`src/rtl/fmv_pkg.sv`:
```
`timescale 1ns / 1ps
// Shared types and constants of the four-operator FM voice.
// No dependencies; every other file imports this package.
package fmv_pkg;

    // Channel payload widths
    localparam int CFG_IDX_W  = 3;
    localparam int CFG_DATA_W = 24;
    localparam int SAMPLE_W   = 16;

    // Register indexes of the configuration port
    localparam logic [CFG_IDX_W-1:0] CFG_FREQUENCY        = 3'd0;
    localparam logic [CFG_IDX_W-1:0] CFG_RATIO_OP2        = 3'd1;
    localparam logic [CFG_IDX_W-1:0] CFG_RATIO_OP3        = 3'd2;
    localparam logic [CFG_IDX_W-1:0] CFG_RATIO_OP4        = 3'd3;
    localparam logic [CFG_IDX_W-1:0] CFG_CARRIER_LEVEL    = 3'd4;
    localparam logic [CFG_IDX_W-1:0] CFG_MODULATOR_LEVELS = 3'd5;
    localparam logic [CFG_IDX_W-1:0] CFG_WAVE_SELECTS     = 3'd6;

    // Operator slots: slot 0 is the carrier, slot 3 heads the chain
    localparam logic [1:0] OP1 = 2'd0;
    localparam logic [1:0] OP2 = 2'd1;
    localparam logic [1:0] OP3 = 2'd2;
    localparam logic [1:0] OP4 = 2'd3;

    // Phase increment divider: every increment is X * 2^P / (16 * rate)
    localparam int unsigned SAMPLE_RATE = 48000;
    localparam int unsigned DIVISOR     = 16 * SAMPLE_RATE;
    localparam int          X_W         = 24;

    // 16 * rate = DIV_ODD << DIV_POW; floor(n / DIV_ODD) = (n * RECIP) >> RECIP_SHIFT
    // is exact for every n below 2^32, so for any NUM_W-bit operand
    localparam int                 DIV_POW     = 11;
    localparam int unsigned        DIV_ODD     = DIVISOR >> DIV_POW;
    localparam int                 DIV_ODD_W   = 9;
    localparam int                 NUM_W       = 30;
    localparam int                 RECIP_W     = 31;
    localparam int                 RECIP_SHIFT = 39;
    localparam logic [RECIP_W-1:0] RECIP       = 31'd1466015504;

    // Waveform and index widths
    localparam int WAVE_W  = 16;
    localparam int IDX_W   = 8;
    localparam int FRAC_W  = 21;   // phase scaled to the 2^21 step of value*level
    localparam int PROD_W  = 32;

    typedef enum logic [2:0] {
        S_IDLE,
        S_DIV_START,
        S_DIV_WAIT,
        S_ADVANCE,
        S_MUL,
        S_LOOK,
        S_SCALE,
        S_OUT
    } t_fmv_state;

    typedef struct packed {
        logic       cfg_we;
        logic       div_start;
        logic       inc_store;
        logic       phase_adv;
        logic       mul_en;
        logic       mul_scale;
        logic       look_en;
        logic       out_load;
        logic [1:0] op;
    } t_dp_cmd;

    typedef struct packed {
        logic div_done;
    } t_dp_sts;

endpackage

```
`src/rtl/fmv_if.sv`:
```
`timescale 1ns / 1ps
// Valid/ready channel interfaces of the FM voice: tick requests, samples,
// configuration writes. Depends on fmv_pkg.
interface fmv_tick_if import fmv_pkg::*; ();
    logic valid;
    logic ready;
    logic tick;

    modport source (output valid, output tick, input ready);
    modport sink (input valid, input tick, output ready);
endinterface

interface fmv_sample_if import fmv_pkg::*; ();
    logic                       valid;
    logic                       ready;
    logic signed [SAMPLE_W-1:0] sample;

    modport source (output valid, output sample, input ready);
    modport sink (input valid, input sample, output ready);
endinterface

interface fmv_cfg_if import fmv_pkg::*; ();
    logic                  valid;
    logic                  ready;
    logic [CFG_IDX_W-1:0]  index;
    logic [CFG_DATA_W-1:0] data;

    modport source (output valid, output index, output data, input ready);
    modport sink (input valid, input index, input data, output ready);
endinterface

```
`src/rtl/fmv_wave_rom.sv`:
```
`timescale 1ns / 1ps
// Waveform ROM: six 256-entry Q1.14 shapes; the sine ones use a 65-entry quarter sine.
// Registered read. Depends on fmv_pkg.
module fmv_wave_rom import fmv_pkg::*; (
    input  logic                     i_clk,
    input  logic                     i_en,
    input  logic [3:0]               i_sel,
    input  logic [IDX_W-1:0]         i_idx,
    output logic signed [WAVE_W-1:0] o_value
);

    localparam logic [3:0] WAVE_SINE   = 4'd0;
    localparam logic [3:0] WAVE_HALF   = 4'd1;
    localparam logic [3:0] WAVE_FAST   = 4'd2;
    localparam logic [3:0] WAVE_SQUARE = 4'd3;
    localparam logic [3:0] WAVE_TRI    = 4'd4;
    localparam logic [3:0] WAVE_SAW    = 4'd5;

    localparam logic signed [WAVE_W-1:0] FULL_POS = 16'sd16384;
    localparam logic signed [WAVE_W-1:0] FULL_NEG = -16'sd16384;
    localparam logic [63:0]              PI_Q30   = 64'd3373259426;

    typedef logic [14:0] t_qsine [0:64];

    // round(16384*sin(pi*k/128)) by an integer Taylor series, elaboration only
    function automatic logic [14:0] calc_qsine(input int unsigned k);
        logic [63:0]        x;
        logic [63:0]        term;
        logic signed [63:0] acc;
        logic [63:0]        rnd;
        x    = (PI_Q30 * 64'(k)) >> 7;
        term = x;
        acc  = signed'(x);
        for (int n = 1; n <= 10; n++) begin
            term = (term * x) >> 30;
            term = (term * x) >> 30;
            term = term / 64'((2 * n) * (2 * n + 1));
            if (n[0]) begin
                acc = acc - signed'(term);
            end else begin
                acc = acc + signed'(term);
            end
        end
        if (acc < 0) begin
            acc = '0;
        end
        rnd = (unsigned'(acc) + 64'd32768) >> 16;
        return rnd[14:0];
    endfunction

    function automatic t_qsine build_qsine();
        t_qsine tab;
        for (int k = 0; k <= 64; k++) begin
            tab[k] = calc_qsine(k);
        end
        return tab;
    endfunction

    localparam t_qsine QSINE = build_qsine();

    function automatic logic signed [WAVE_W-1:0] full_sine(input logic [IDX_W-1:0] j);
        logic [6:0]               h;
        logic [6:0]               mirror;
        logic signed [WAVE_W-1:0] v;
        h      = j[6:0];
        mirror = 7'd0 - h;
        v      = (h <= 7'd64) ? signed'({1'b0, QSINE[h]}) : signed'({1'b0, QSINE[mirror]});
        return j[7] ? -v : v;
    endfunction

    logic signed [WAVE_W-1:0] sine_v;
    logic signed [WAVE_W-1:0] fast_v;
    logic signed [8:0]        tri_d;
    logic signed [WAVE_W-1:0] n_value;

    always_comb begin
        sine_v = full_sine(i_idx);
        fast_v = full_sine({i_idx[6:0], 1'b0});
        tri_d  = i_idx[7] ? (9'sd192 - signed'({1'b0, i_idx}))
                          : (signed'({1'b0, i_idx}) - 9'sd64);
        case (i_sel)
            WAVE_SINE:   n_value = sine_v;
            WAVE_HALF:   n_value = sine_v[WAVE_W-1] ? '0 : sine_v;
            WAVE_FAST:   n_value = i_idx[7] ? '0 : fast_v;
            WAVE_SQUARE: n_value = i_idx[7] ? FULL_NEG : FULL_POS;
            WAVE_TRI:    n_value = signed'({tri_d[7:0], 8'b0});
            WAVE_SAW:    n_value = signed'({~i_idx[7], ~i_idx[7], i_idx[6:0], 7'b0});
            default:     n_value = '0;
        endcase
    end

    always_ff @(posedge i_clk) begin
        if (i_en) begin
            o_value <= n_value;
        end
    end

endmodule

```
`src/rtl/fmv_div.sv`:
```
`timescale 1ns / 1ps
// Phase increment unit: floor(x * 2^PHASE_BITS / DIVISOR) modulo 2^PHASE_BITS by
// reciprocal multiplication; o_done pulses as o_quot takes the result. Depends on fmv_pkg.
module fmv_div import fmv_pkg::*; #(
    parameter int PHASE_BITS = 24
) (
    input  logic                  i_clk,
    input  logic                  i_rst_n,
    input  logic                  i_start,
    input  logic [X_W-1:0]        i_x,
    output logic                  o_done,
    output logic [PHASE_BITS-1:0] o_quot
);

    // x * 2^P / DIVISOR = (x << SHIFT) / DIV_ODD; split x = hi * DIV_ODD + rem,
    // then the quotient is (hi << SHIFT) + (rem << SHIFT) / DIV_ODD
    localparam int SHIFT = PHASE_BITS - DIV_POW;
    localparam int QHI_W = X_W - DIV_ODD_W + 1;
    localparam int MUL_W = NUM_W + RECIP_W;
    localparam int QF_W  = MUL_W - RECIP_SHIFT;
    localparam logic [DIV_ODD_W-1:0] DIV_ODD_V = DIV_ODD_W'(DIV_ODD);

    logic [3:0]            r_stage;
    logic                  r_done;
    logic [X_W-1:0]        r_x;
    logic [NUM_W-1:0]      r_num;
    logic [QF_W-1:0]       r_q;
    logic [QHI_W-1:0]      r_qhi;
    logic [PHASE_BITS-1:0] r_quot;

    logic [MUL_W-1:0] mul_p;
    logic [X_W-1:0]   hi_times_odd;
    logic [X_W-1:0]   rem_wide;
    logic [NUM_W-1:0] rem_num;

    always_comb begin
        mul_p        = {{RECIP_W{1'b0}}, r_num} * {{NUM_W{1'b0}}, RECIP};
        hi_times_odd = {{(X_W-QHI_W){1'b0}}, r_q[QHI_W-1:0]}
                       * {{(X_W-DIV_ODD_W){1'b0}}, DIV_ODD_V};
        rem_wide     = r_x - hi_times_odd;
        rem_num      = {{(NUM_W-DIV_ODD_W){1'b0}}, rem_wide[DIV_ODD_W-1:0]} << SHIFT;
    end

    always_ff @(posedge i_clk) begin
        if (!i_rst_n) begin
            r_stage <= '0;
            r_done  <= 1'b0;
        end else begin
            r_stage <= {r_stage[2:0], i_start};
            r_done  <= r_stage[3];
        end
    end

    always_ff @(posedge i_clk) begin
        if (i_start) begin
            r_x   <= i_x;
            r_num <= {{(NUM_W-X_W){1'b0}}, i_x};
        end else if (r_stage[1]) begin
            r_num <= rem_num;
        end
        if (r_stage[0] || r_stage[2]) begin
            r_q <= mul_p[RECIP_SHIFT +: QF_W];
        end
        if (r_stage[1]) begin
            r_qhi <= r_q[QHI_W-1:0];
        end
        // low part stays below 2^SHIFT, so the sum is a concatenation; drop the wrap
        if (r_stage[3]) begin
            r_quot <= {r_qhi[DIV_POW-1:0], r_q[SHIFT-1:0]};
        end
    end

    assign o_done = r_done;
    assign o_quot = r_quot;

endmodule

```
`src/rtl/fmv_datapath.sv`:
```
`timescale 1ns / 1ps
// FM voice datapath: registers, phase accumulators and increments, shared
// multiplier, waveform ROM and sample scaling. Depends on fmv_pkg, fmv_div, fmv_wave_rom.
module fmv_datapath import fmv_pkg::*; #(
    parameter int PHASE_BITS = 24
) (
    input  logic                        i_clk,
    input  logic                        i_rst_n,
    input  t_dp_cmd                     i_cmd,
    input  logic [CFG_IDX_W-1:0]        i_cfg_index,
    input  logic [CFG_DATA_W-1:0]       i_cfg_data,
    output t_dp_sts                     o_sts,
    output logic signed [SAMPLE_W-1:0]  o_sample
);

    logic [15:0] r_frequency;
    logic [7:0]  r_ratio_op2;
    logic [7:0]  r_ratio_op3;
    logic [7:0]  r_ratio_op4;
    logic [7:0]  r_carrier_level;
    logic [23:0] r_mod_levels;
    logic [15:0] r_wave_selects;

    logic [PHASE_BITS-1:0] r_phase [4];
    logic [PHASE_BITS-1:0] r_inc [4];

    logic signed [PROD_W-1:0]   r_prod;
    logic signed [SAMPLE_W-1:0] r_sample;

    always_ff @(posedge i_clk) begin
        if (!i_rst_n) begin
            r_frequency     <= '0;
            r_ratio_op2     <= '0;
            r_ratio_op3     <= '0;
            r_ratio_op4     <= '0;
            r_carrier_level <= '0;
            r_mod_levels    <= '0;
            r_wave_selects  <= '0;
        end else if (i_cmd.cfg_we) begin
            unique case (i_cfg_index)
                CFG_FREQUENCY:        r_frequency     <= i_cfg_data[15:0];
                CFG_RATIO_OP2:        r_ratio_op2     <= i_cfg_data[7:0];
                CFG_RATIO_OP3:        r_ratio_op3     <= i_cfg_data[7:0];
                CFG_RATIO_OP4:        r_ratio_op4     <= i_cfg_data[7:0];
                CFG_CARRIER_LEVEL:    r_carrier_level <= i_cfg_data[7:0];
                CFG_MODULATOR_LEVELS: r_mod_levels    <= i_cfg_data;
                CFG_WAVE_SELECTS:     r_wave_selects  <= i_cfg_data[15:0];
                default: ;
            endcase
        end
    end

    // Divider operand: carrier uses 16*f, modulators f*ratio
    logic [7:0]     ratio_sel;
    logic [X_W-1:0] div_x;
    logic           div_done;
    logic [PHASE_BITS-1:0] div_quot;

    always_comb begin
        case (i_cmd.op)
            OP2:     ratio_sel = r_ratio_op2;
            OP3:     ratio_sel = r_ratio_op3;
            OP4:     ratio_sel = r_ratio_op4;
            default: ratio_sel = '0;
        endcase
        if (i_cmd.op == OP1) begin
            div_x = {4'b0, r_frequency, 4'b0};
        end else begin
            div_x = r_frequency * ratio_sel;
        end
    end

    fmv_div #(
        .PHASE_BITS (PHASE_BITS)
    ) u_div (
        .i_clk   (i_clk),
        .i_rst_n (i_rst_n),
        .i_start (i_cmd.div_start),
        .i_x     (div_x),
        .o_done  (div_done),
        .o_quot  (div_quot)
    );

    assign o_sts.div_done = div_done;

    always_ff @(posedge i_clk) begin
        if (!i_rst_n) begin
            for (int k = 0; k < 4; k++) begin
                r_phase[k] <= '0;
                r_inc[k]   <= '0;
            end
        end else begin
            if (i_cmd.inc_store) begin
                r_inc[i_cmd.op] <= div_quot;
            end
            if (i_cmd.phase_adv) begin
                for (int k = 0; k < 4; k++) begin
                    r_phase[k] <= r_phase[k] + r_inc[k];
                end
            end
        end
    end

    // Shared multiplier: previous value times level, or carrier times level*127
    logic signed [WAVE_W-1:0] rom_q;
    logic signed [WAVE_W-1:0] mul_a;
    logic [14:0]              mul_b;
    logic [7:0]               level_sel;
    logic [14:0]              carrier_127;

    always_comb begin
        case (i_cmd.op)
            OP1:     level_sel = r_mod_levels[7:0];
            OP2:     level_sel = r_mod_levels[15:8];
            OP3:     level_sel = r_mod_levels[23:16];
            default: level_sel = '0;
        endcase
        carrier_127 = {r_carrier_level, 7'b0} - {7'b0, r_carrier_level};
        mul_a = (i_cmd.op == OP4 && !i_cmd.mul_scale) ? '0 : rom_q;
        mul_b = i_cmd.mul_scale ? carrier_127 : {7'b0, level_sel};
    end

    always_ff @(posedge i_clk) begin
        if (i_cmd.mul_en) begin
            r_prod <= mul_a * signed'({1'b0, mul_b});
        end
    end

    // Table index: top bits of phase plus the modulation term
    logic [PHASE_BITS-1:0] phase_sel;
    logic [FRAC_W-1:0]     phase_frac;
    logic [FRAC_W-1:0]     idx_sum;
    logic [3:0]            wave_sel;

    assign phase_sel = r_phase[i_cmd.op];

    generate
        if (PHASE_BITS >= FRAC_W) begin : g_frac_trunc
            assign phase_frac = phase_sel[PHASE_BITS-1 -: FRAC_W];
        end else begin : g_frac_pad
            assign phase_frac = {phase_sel, {(FRAC_W - PHASE_BITS){1'b0}}};
        end
    endgenerate

    always_comb begin
        idx_sum = phase_frac + r_prod[FRAC_W-1:0];
        case (i_cmd.op)
            OP1:     wave_sel = r_wave_selects[15:12];
            OP2:     wave_sel = r_wave_selects[11:8];
            OP3:     wave_sel = r_wave_selects[7:4];
            default: wave_sel = r_wave_selects[3:0];
        endcase
    end

    fmv_wave_rom u_rom (
        .i_clk   (i_clk),
        .i_en    (i_cmd.look_en),
        .i_sel   (wave_sel),
        .i_idx   (idx_sum[FRAC_W-1 -: IDX_W]),
        .o_value (rom_q)
    );

    // Divide by 2^14 rounding toward zero
    logic signed [PROD_W-1:0] prod_adj;

    assign prod_adj = r_prod + (r_prod[PROD_W-1] ? 32'sd16383 : 32'sd0);

    always_ff @(posedge i_clk) begin
        if (i_cmd.out_load) begin
            r_sample <= prod_adj[14 +: SAMPLE_W];
        end
    end

    assign o_sample = r_sample;

endmodule

```
`src/rtl/fmv_ctrl.sv`:
```
`timescale 1ns / 1ps
// FM voice controller: sequences increment updates and the operator chain,
// owns the channel handshakes. Depends on fmv_pkg.
module fmv_ctrl import fmv_pkg::*; (
    input  logic                 i_clk,
    input  logic                 i_rst_n,
    input  logic                 i_tick_valid,
    input  logic                 i_tick,
    input  logic                 i_cfg_valid,
    input  logic [CFG_IDX_W-1:0] i_cfg_index,
    input  logic                 i_out_ready,
    input  t_dp_sts              i_sts,
    output logic                 o_tick_ready,
    output logic                 o_cfg_ready,
    output logic                 o_out_valid,
    output t_dp_cmd              o_cmd
);

    t_fmv_state r_state;
    t_fmv_state n_state;
    logic [1:0] r_op;
    logic [1:0] n_op;
    logic       r_out_valid;
    logic       n_out_valid;

    always_ff @(posedge i_clk) begin
        if (!i_rst_n) begin
            r_state     <= S_IDLE;
            r_op        <= OP1;
            r_out_valid <= 1'b0;
        end else begin
            r_state     <= n_state;
            r_op        <= n_op;
            r_out_valid <= n_out_valid;
        end
    end

    always_comb begin
        n_state      = r_state;
        n_op         = r_op;
        o_cmd        = '0;
        o_cmd.op     = r_op;
        o_tick_ready = 1'b0;
        o_cfg_ready  = 1'b0;

        unique case (r_state)
            S_IDLE: begin
                o_cfg_ready  = 1'b1;
                o_tick_ready = !i_cfg_valid;
                if (i_cfg_valid) begin
                    o_cmd.cfg_we = 1'b1;
                    // frequency or a ratio changed: recompute all increments
                    if (i_cfg_index <= CFG_RATIO_OP4) begin
                        n_op    = OP1;
                        n_state = S_DIV_START;
                    end
                end else if (i_tick_valid && i_tick) begin
                    n_state = S_ADVANCE;
                end
            end
            S_DIV_START: begin
                o_cmd.div_start = 1'b1;
                n_state         = S_DIV_WAIT;
            end
            S_DIV_WAIT: begin
                if (i_sts.div_done) begin
                    o_cmd.inc_store = 1'b1;
                    if (r_op == OP4) begin
                        n_state = S_IDLE;
                    end else begin
                        n_op    = r_op + 2'd1;
                        n_state = S_DIV_START;
                    end
                end
            end
            S_ADVANCE: begin
                o_cmd.phase_adv = 1'b1;
                n_op            = OP4;
                n_state         = S_MUL;
            end
            S_MUL: begin
                o_cmd.mul_en = 1'b1;
                n_state      = S_LOOK;
            end
            S_LOOK: begin
                o_cmd.look_en = 1'b1;
                if (r_op == OP1) begin
                    n_state = S_SCALE;
                end else begin
                    n_op    = r_op - 2'd1;
                    n_state = S_MUL;
                end
            end
            S_SCALE: begin
                o_cmd.mul_en    = 1'b1;
                o_cmd.mul_scale = 1'b1;
                n_state         = S_OUT;
            end
            S_OUT: begin
                // hold the finished sample until the output slot frees
                if (!r_out_valid || i_out_ready) begin
                    o_cmd.out_load = 1'b1;
                    n_state        = S_IDLE;
                end
            end
            default: begin
                n_state = S_IDLE;
            end
        endcase

        if (o_cmd.out_load) begin
            n_out_valid = 1'b1;
        end else if (i_out_ready) begin
            n_out_valid = 1'b0;
        end else begin
            n_out_valid = r_out_valid;
        end
    end

    assign o_out_valid = r_out_valid;

endmodule

```
`src/rtl/four_operator_fm_voice_core.sv`:
```
`timescale 1ns / 1ps
// Four-operator serial FM voice (4 -> 3 -> 2 -> 1), top level.
// Depends on fmv_pkg, fmv_if, fmv_ctrl, fmv_datapath.
//
// Channels: i_tick_ch takes one request per sample period; a request with
// tick low is taken and dropped. o_sample_ch returns one signed 16-bit
// sample per tick. i_cfg_ch writes the voice registers by index:
// 0 frequency, 1..3 ratios of operators 2..4, 4 carrier level,
// 5 modulator levels, 6 wave selects; other indexes are ignored.
// After a tick is taken, the steps are the phase update, a multiply on the
// shared multiplier and a registered waveform ROM lookup per operator, the
// carrier scaling and the load of the output register; the next tick is
// taken only once that load is done and the controller is idle again.
// A write to the frequency or a ratio recomputes the four phase increments
// by reciprocal multiplication, one after another, with both input
// channels held not ready meanwhile.
// Reset clears the voice registers, phases and increments; no clearing pass.
// When the receiver stalls, the finished sample waits in the output
// register; the next tick is still taken and its work runs up to the
// output step, where it holds until the slot frees.
module four_operator_fm_voice_core import fmv_pkg::*; #(
    parameter int PHASE_BITS = 24
) (
    input logic            i_clk,
    input logic            i_rst_n,
    fmv_tick_if.sink       i_tick_ch,
    fmv_sample_if.source   o_sample_ch,
    fmv_cfg_if.sink        i_cfg_ch
);

    t_dp_cmd dp_cmd;
    t_dp_sts dp_sts;

    fmv_ctrl u_ctrl (
        .i_clk        (i_clk),
        .i_rst_n      (i_rst_n),
        .i_tick_valid (i_tick_ch.valid),
        .i_tick       (i_tick_ch.tick),
        .i_cfg_valid  (i_cfg_ch.valid),
        .i_cfg_index  (i_cfg_ch.index),
        .i_out_ready  (o_sample_ch.ready),
        .i_sts        (dp_sts),
        .o_tick_ready (i_tick_ch.ready),
        .o_cfg_ready  (i_cfg_ch.ready),
        .o_out_valid  (o_sample_ch.valid),
        .o_cmd        (dp_cmd)
    );

    fmv_datapath #(
        .PHASE_BITS (PHASE_BITS)
    ) u_datapath (
        .i_clk       (i_clk),
        .i_rst_n     (i_rst_n),
        .i_cmd       (dp_cmd),
        .i_cfg_index (i_cfg_ch.index),
        .i_cfg_data  (i_cfg_ch.data),
        .o_sts       (dp_sts),
        .o_sample    (o_sample_ch.sample)
    );

endmodule
```
`src/flat_wrapper.sv`:
```
// flat-port wrapper written by rule: the top's interface ports become plain ports
module four_operator_fm_voice_core_flat import fmv_pkg::*;
#(
    parameter int PHASE_BITS = 24
)
  (i_clk, i_rst_n, i_tick_ch_valid, i_tick_ch_tick, i_tick_ch_ready, o_sample_ch_valid, o_sample_ch_sample, o_sample_ch_ready, i_cfg_ch_valid, i_cfg_ch_index, i_cfg_ch_data, i_cfg_ch_ready);
  fmv_tick_if i_tick_ch_i ();
  fmv_sample_if o_sample_ch_i ();
  fmv_cfg_if i_cfg_ch_i ();
  input logic i_clk;
  input logic i_rst_n;
  input wire logic [$bits(i_tick_ch_i.valid)-1:0] i_tick_ch_valid;
  input wire logic [$bits(i_tick_ch_i.tick)-1:0] i_tick_ch_tick;
  output wire logic [$bits(i_tick_ch_i.ready)-1:0] i_tick_ch_ready;
  output wire logic [$bits(o_sample_ch_i.valid)-1:0] o_sample_ch_valid;
  output wire logic [$bits(o_sample_ch_i.sample)-1:0] o_sample_ch_sample;
  input wire logic [$bits(o_sample_ch_i.ready)-1:0] o_sample_ch_ready;
  input wire logic [$bits(i_cfg_ch_i.valid)-1:0] i_cfg_ch_valid;
  input wire logic [$bits(i_cfg_ch_i.index)-1:0] i_cfg_ch_index;
  input wire logic [$bits(i_cfg_ch_i.data)-1:0] i_cfg_ch_data;
  output wire logic [$bits(i_cfg_ch_i.ready)-1:0] i_cfg_ch_ready;
  assign i_tick_ch_i.valid = i_tick_ch_valid;
  assign i_tick_ch_i.tick = i_tick_ch_tick;
  assign i_tick_ch_ready = i_tick_ch_i.ready;
  assign o_sample_ch_valid = o_sample_ch_i.valid;
  assign o_sample_ch_sample = o_sample_ch_i.sample;
  assign o_sample_ch_i.ready = o_sample_ch_ready;
  assign i_cfg_ch_i.valid = i_cfg_ch_valid;
  assign i_cfg_ch_i.index = i_cfg_ch_index;
  assign i_cfg_ch_i.data = i_cfg_ch_data;
  assign i_cfg_ch_ready = i_cfg_ch_i.ready;
  four_operator_fm_voice_core #(.PHASE_BITS(PHASE_BITS)) u_core (.i_clk(i_clk), .i_rst_n(i_rst_n), .i_tick_ch(i_tick_ch_i), .o_sample_ch(o_sample_ch_i), .i_cfg_ch(i_cfg_ch_i));
endmodule
```
`config.mk`:
```
export PLATFORM = sky130hd
export DESIGN_NAME = four_operator_fm_voice_core_flat
export DESIGN_NICKNAME = d
export VERILOG_FILES = /design/src/rtl/fmv_pkg.sv /design/src/rtl/fmv_if.sv /design/src/rtl/fmv_wave_rom.sv /design/src/rtl/fmv_div.sv /design/src/rtl/fmv_datapath.sv /design/src/rtl/fmv_ctrl.sv /design/src/rtl/four_operator_fm_voice_core.sv /design/src/flat_wrapper.sv
export SDC_FILE = /design/constraint.sdc
export NUM_CORES = 2
export LEC_CHECK = 0
export ABC_AREA = 1
export BUFFER_PORTS_ARGS = -buffer_cell sky130_fd_sc_hd__buf_2
export CELL_PAD_IN_SITES_DETAIL_PLACEMENT = 0
export CELL_PAD_IN_SITES_GLOBAL_PLACEMENT = 1
export CORE_MARGIN = 1
export CORE_UTILIZATION = 54
export CTS_CLUSTER_DIAMETER = 80
export DETAILED_ROUTE_END_ITERATION = 10
export PLACE_DENSITY = 0.91
export SLEW_MARGIN = 20
export SYNTH_ARGS = -nofsm -noshare
export SYNTH_HDL_FRONTEND = slang
export SYNTH_HIERARCHICAL = 1
export SYNTH_SLANG_ARGS = --single-unit
```
`constraint.sdc`:
```
create_clock -name i_clk -period 17.25 [get_ports i_clk]
set_input_delay 1.725 -clock i_clk [delete_from_list [all_inputs] [get_ports i_clk]]
set_output_delay 1.725 -clock i_clk [all_outputs]
set_load 0.005 [all_outputs]
```
Word-level counts from Yosys, hierarchy flattened
Memories as Yosys holds them, arrays and structs flattened. A register that Yosys moved wholly into a read port is not among the register bits.
Index checks and enable logic that the tools add are counted.

word-level totals
  register bits = 247
  RAM bits = 192
  memory bits (read-only) = 7680
  input port bits = 33
  output and inout bits = 19
  logic and storage cells = 187
  memories kept = 6

memories
  memory                     words  width  read ports  clocked after memory_dff  write ports  line                RTL
  (name not given)           128    15     1           0                         0            fmv_wave_rom.sv:67  v = (h <= 7'd64) ? signed'({1'b0, QSINE[h]}) : signed'({1'b0, QSINE[mirror]});
  (name not given)           128    15     1           0                         0            fmv_wave_rom.sv:67
  (name not given)           128    15     1           0                         0            fmv_wave_rom.sv:67
  (name not given)           128    15     1           0                         0            fmv_wave_rom.sv:67
  u_core.u_datapath.r_inc    4      24     4           0                         4            fmv_datapath.sv:25  logic [PHASE_BITS-1:0] r_inc [4];
  u_core.u_datapath.r_phase  4      24     5           1                         4            fmv_datapath.sv:24  logic [PHASE_BITS-1:0] r_phase [4];

cells by class
  add/subtract/negate cells = 16
  multiply operators = 4
  magnitude comparators = 7
  eq/ne operators = 29
  mux-type cells = 71
  bitwise logic cells = 9
  reduce and logical (&&, ||, !) cells = 25

operators with widths
  operator                                                  number
  two-way mux 24 bit                                        8
  two-way mux 15 bit                                        12
  adder 24 bit                                              4
  one-hot mux 16 bit (6 select lines)                       1
  two-way mux 16 bit                                        5
  multiplier 24 x 27 -> 51 bit, second input constant       1
  one-hot mux 8 bit (3 select lines)                        2
  greater-or-equal comparator 8 bit, second input constant  4
  multiplier 16 x 16 -> 32 bit                              1
  negation 16 bit                                           2
  NOT 7 -> 8 bit                                            4
  adder 30 x 15 -> 30 bit                                   1
  multiplier 16 x 8 -> 24 bit                               1
  two-way mux 1 bit                                         24
  one-hot mux 3 bit (8 select lines)                        1
  OR reduction 24 bit                                       1
  adder 21 bit                                              1
  equality test 3 bit, second input constant                7
  two-way mux 2 bit                                         9
  multiplier 16 x 9 -> 9 bit, second input constant         1
  two-way mux 3 bit                                         5
  subtractor 15 x 8 -> 15 bit                               1
  less-or-equal comparator 7 bit, second input constant     2
  two-way mux 14 bit                                        1
  33 further kinds                                          62

Longest topological paths before layout
  depth in word-level cells = 11
  gate-level depth with buffers = 44
  depth with buffers taken out = 39

Cells and area by module
The synthesis kept the hierarchy.

by module, submodules not included
  module        times used  cells an instance  area an instance (µm²)  seq. area each (µm²)
  fmv_datapath  1           4235               33373.3                 8938.6
  fmv_div       1           1578               15025.7                 2532.4
  fmv_wave_rom  1           1082               5436.5                  480.5
  fmv_ctrl      1           91                 511.7                   120.1

Least setup slack after synthesis
No wires, ideal clock.

  path kind = flip-flop to flip-flop
  start = register u_core.u_ctrl.r_state[2]
  end = register u_core.u_datapath.r_prod[31], data pin
  setup time = 0.258 ns
  arrival = 7.190 ns
  required time = 16.992 ns
  setup slack = 9.802 ns
  cell stages (with the launch flop) = 32
  buffers on the path = 1
  clock period less this slack = 7.448 ns
  cells stage by stage = dfxtp_1 -> inv_2 -> nor2_2 -> nand2_1 -> inv_1 -> buf_6 -> nor2_1 -> nor2_1 -> inv_1 -> nor2_1 -> inv_1 -> fa_1 -> inv_1 -> fa_1 -> fa_1 -> inv_1 -> fa_1 -> inv_1 -> fa_1 -> inv_1 -> fa_1 -> inv_1 -> ha_1 -> inv_1 -> nor3_1 -> nand2_1 -> nor4_1 -> nand2_1 -> inv_1 -> nor2_1 -> nand2_1 -> nand2_1

RTL lines
  item                    line                 RTL
  from (decl)             fmv_ctrl.sv:19       t_fmv_state r_state;
  from (signal assigned)  fmv_ctrl.sv:32       r_state <= n_state;
  to (signal assigned)    fmv_datapath.sv:125  r_prod <= mul_a * signed'({1'b0, mul_b});
  to (decl)               fmv_datapath.sv:27   logic signed [PROD_W-1:0] r_prod;

==> results.ini <==
[worst_setup_path]
crit_fanout = 36
crit_arrival_ps = 8810
startpoint = u_core/u_ctrl/r_op[1]$_SDFFE_PN0P_
crit_required_ps = 17660
slowest_stage = dfxtp_1
critPathLaunchType = register
worst_path_most_repeated_cell = nand2_1
crit_type = register to register
cp_top_family = simple AND/OR/NAND/NOR gates
cp-end-kind = register
worst-path-buf-inv = 8
slowest_delay_ps = 580
reg2reg_from = u_core/u_ctrl/r_op[1]$_SDFFE_PN0P_

[floorplanning]
die-area_sq_mm = 0.1019
io_pins = 52
die_width_microns = 319.2
die_h_microns = 319.2
num_rows = 116
start_util_pct = 54.43
core_area_sq_mm = 0.09986

[detailed_routing]
drc_errors = 0
vias = 46490
dr_wl_met2_microns = 71850
avgRoutedWirePerCell_microns = 20.01
dr.pass1.iters = 6
vias_per_cell = 5.596
dr_wl_met3_microns = 14250
drtAntennaViolNets = 0
drt_iter0_markers = 4415
wirelength_microns = 166200
met1_length_microns = 75110
highest_layer = met4

[cells_and_area]
mostFrequentLayoutCell = nand2_1
fin_nets = 8110
layout_common_cells = nand2_1 (1514), inv_1 (1301), nor2_1 (787)
drive_gt1_share_pct = 4.637
fill_cells = 9316
antenna_cells = 0
syn_to_final_growth_pct = 6.087
fin_util_pct = 57.74

[yosys]
synth_nets = 8132
synth.area.top_cells = fa_1 (21%), edfxtp_1 (19%), ha_1 (12%), nand2_1 (10%), inv_1 (9.0%)
async_flop_share_pct = 0
synth_top_area_share_pct = 21.48
ys_ff_latch = 435
syn_inst = 6986
yosys_warnings = 6
synth_cell_types = 59
synth_ff_type = edfxtp_1
yosysSeqAreaShare_pct = 22.21
yosys.area.top_type = fa_1
netlist_area_sq_mm = 0.05435
synth.avg_cell_area_sq_um = 7.779
synth-edff-count = 336

[timing]
clock.fmax_mhz = 119.0
fin_crit_sh_pct = 48.71
clock_skew_ps = 70.37
timing.final.crit_period_ps = 8402
finalSetupTns_ps = 0
setup_viol = 0
final_max_slew_viol_count = 0
tightestPinTransition_ps = 1106
hold_viol = 0
rsz0062_at_grt = no
relSlewSlack_pct = 26.06

[place]
io_buffer_count = 51
dpl.hpwl_microns = 134800
place.gp.congestion = 0.9803

[clock_network]
clk_latency_ps = 680
cts_root_buffer = clkbuf_16
ctsResizeCount = 0
cts_tree = done
post-cts-setup-buffers = 0
cts_sinks = 435
cts_buffers = 54
cts_htree_levels = 2
hold_buffers = 0
ctsLongestPathBuffers = 3
clk_pin_slew_ps = 60

[global_routing]
grt_pass1_vias = 45670
grt_max_degree = 105
overflow = 0
antenna_found_initial = 0
grt_usage_pct = 32.78
grt_pass1_wl_microns = 259700

[flow_run]
cap_violations = 0

[run_status]
outcome = complete, no violations

[worst_hold_path]
min_from = u_core/u_datapath/u_div/r_qhi[6]$_DFFE_PP_
hold_class = register to register

-- worst reg2reg max path: cells and delay by family, from the launching register on --
kind	cells	cell delay (ps)
simple gates	23	3070
buf+inv	8	2490
fa+ha+maj	3	1310
flops	1	580
compound gates	2	570
xor+xnor	1	170
-- cell type report --
| class | instances | area (sq um) | share of cell area, % |
|---|---|---|---|
| Tap cell | 1298 | 1624 | 2.817 |
| Clock inverter | 30 | 444.2 | 0.7704 |
| Inverter | 1340 | 5032 | 8.728 |
| Timing Repair Buffer | 77 | 454.2 | 0.7878 |
| Multi-Input combinational cell | 5056 | 36530 | 63.36 |
| Clock buffer | 71 | 1499 | 2.600 |
| Sequential cell | 435 | 12070 | 20.94 |
-- synthesized netlist by cell type, types with 4 or more instances --
| master | count |
|---|---|
| nand2_4 | 4 |
| nor2_2 | 32 |
| buf_1 | 17 |
| nand2_1 | 1516 |
| xnor2_1 | 44 |
| o22ai_1 | 6 |
| nor3_1 | 50 |
| xor2_1 | 56 |
| a22oi_1 | 35 |
| buf_6 | 12 |
| nand3b_1 | 11 |
| or2_2 | 9 |
| dfxtp_1 | 99 |
| o21ai_2 | 5 |
| a21oi_1 | 391 |
| nor2_4 | 14 |
| a21o_1 | 21 |
| inv_2 | 30 |
| o21ai_0 | 375 |
| o211ai_1 | 12 |
| clkinv_1 | 8 |
| o31ai_1 | 4 |
| nor4_1 | 20 |
| nor3_2 | 5 |
| buf_2 | 37 |
| a31oi_1 | 9 |
| inv_1 | 1301 |
| a21boi_0 | 10 |
| buf_4 | 16 |
| edfxtp_1 | 336 |
| nand3_2 | 11 |
| nor2_1 | 788 |
| nand2_2 | 26 |
| o21bai_1 | 26 |
| clkbuf_1 | 72 |
| o21a_1 | 25 |
| fa_1 | 583 |
| ha_1 | 530 |
| o21ai_1 | 25 |
| nand4_1 | 66 |
| o211ai_2 | 7 |
| nand3_1 | 321 |
-- metal layers --
layer  track usage [%]  vias to the layer above
li1                  -                    22120
met1             48.01                    22130
met2             50.19                     1977
met3             4.979                      253
met4             9.252                        0
met5                 0                        -
-- state kept, by name, summed over array words and instances (netlist names), 9 cells and up --
name,cells
u_core/u_datapath/u_rom/o_value,16
u_core/u_datapath/u_div/r_num,24
u_core/u_datapath/u_div/r_qhi,11
u_core/u_datapath/u_div/r_q,13
u_core/u_datapath/u_div/o_quot,24
u_core/u_datapath/r_mod_levels,24
u_core/u_datapath/r_phase,96
u_core/u_datapath/r_wave_selects,16
u_core/u_datapath/r_prod,31
u_core/u_datapath/r_frequency,16
u_core/u_datapath/u_div/r_x,9
u_core/u_datapath/r_inc,96
u_core/u_datapath/o_sample,16
-- logic make-up after synthesis --
family                     after synthesis  share of synthesized area [%]
and+or+nand+nor                       2884                          22.12
buffers and inverters                 1495                          10.69
adders and majority gates             1113                          33.68
AOI/OAI and AO/OA                      959                          9.688
DFF                                    435                          22.21
xor gates and xnor gates               100                          1.612
-- path summary, 6_finish.rpt --
kind	depth (start not counted)	slack, ps	endpoint
worst min register to register	0	420	u_core/u_datapath/u_div/o_quot[19]$_DFFE_PP_
worst max-delay path	37	8850	u_core/u_datapath/u_rom/o_value[13]$_DFFE_PP_
worst min-delay path	0	420	u_core/u_datapath/u_div/o_quot[19]$_DFFE_PP_
worst max register to register	37	8850	u_core/u_datapath/u_rom/o_value[13]$_DFFE_PP_
-- stage by stage --
step | cells | setup WS, ps | hold WS [ps] | instance area, sq um
detailed placement | 8206 | 9023 | 404.5 | 55690
floorplan | 6986 | 9802 | 400.2 | 54350
global route | 8307 | 8216 | 424.5 | 57660
finish | 8307 | 8848 | 418.8 | 57660
global placement | 8206 | 9100 | 401.0 | 55690
CTS | 8307 | 9016 | 418.0 | 57630
Power is not shown: default switching activity piles up to over one toggle a cycle in this logic, so the estimate is an artifact.
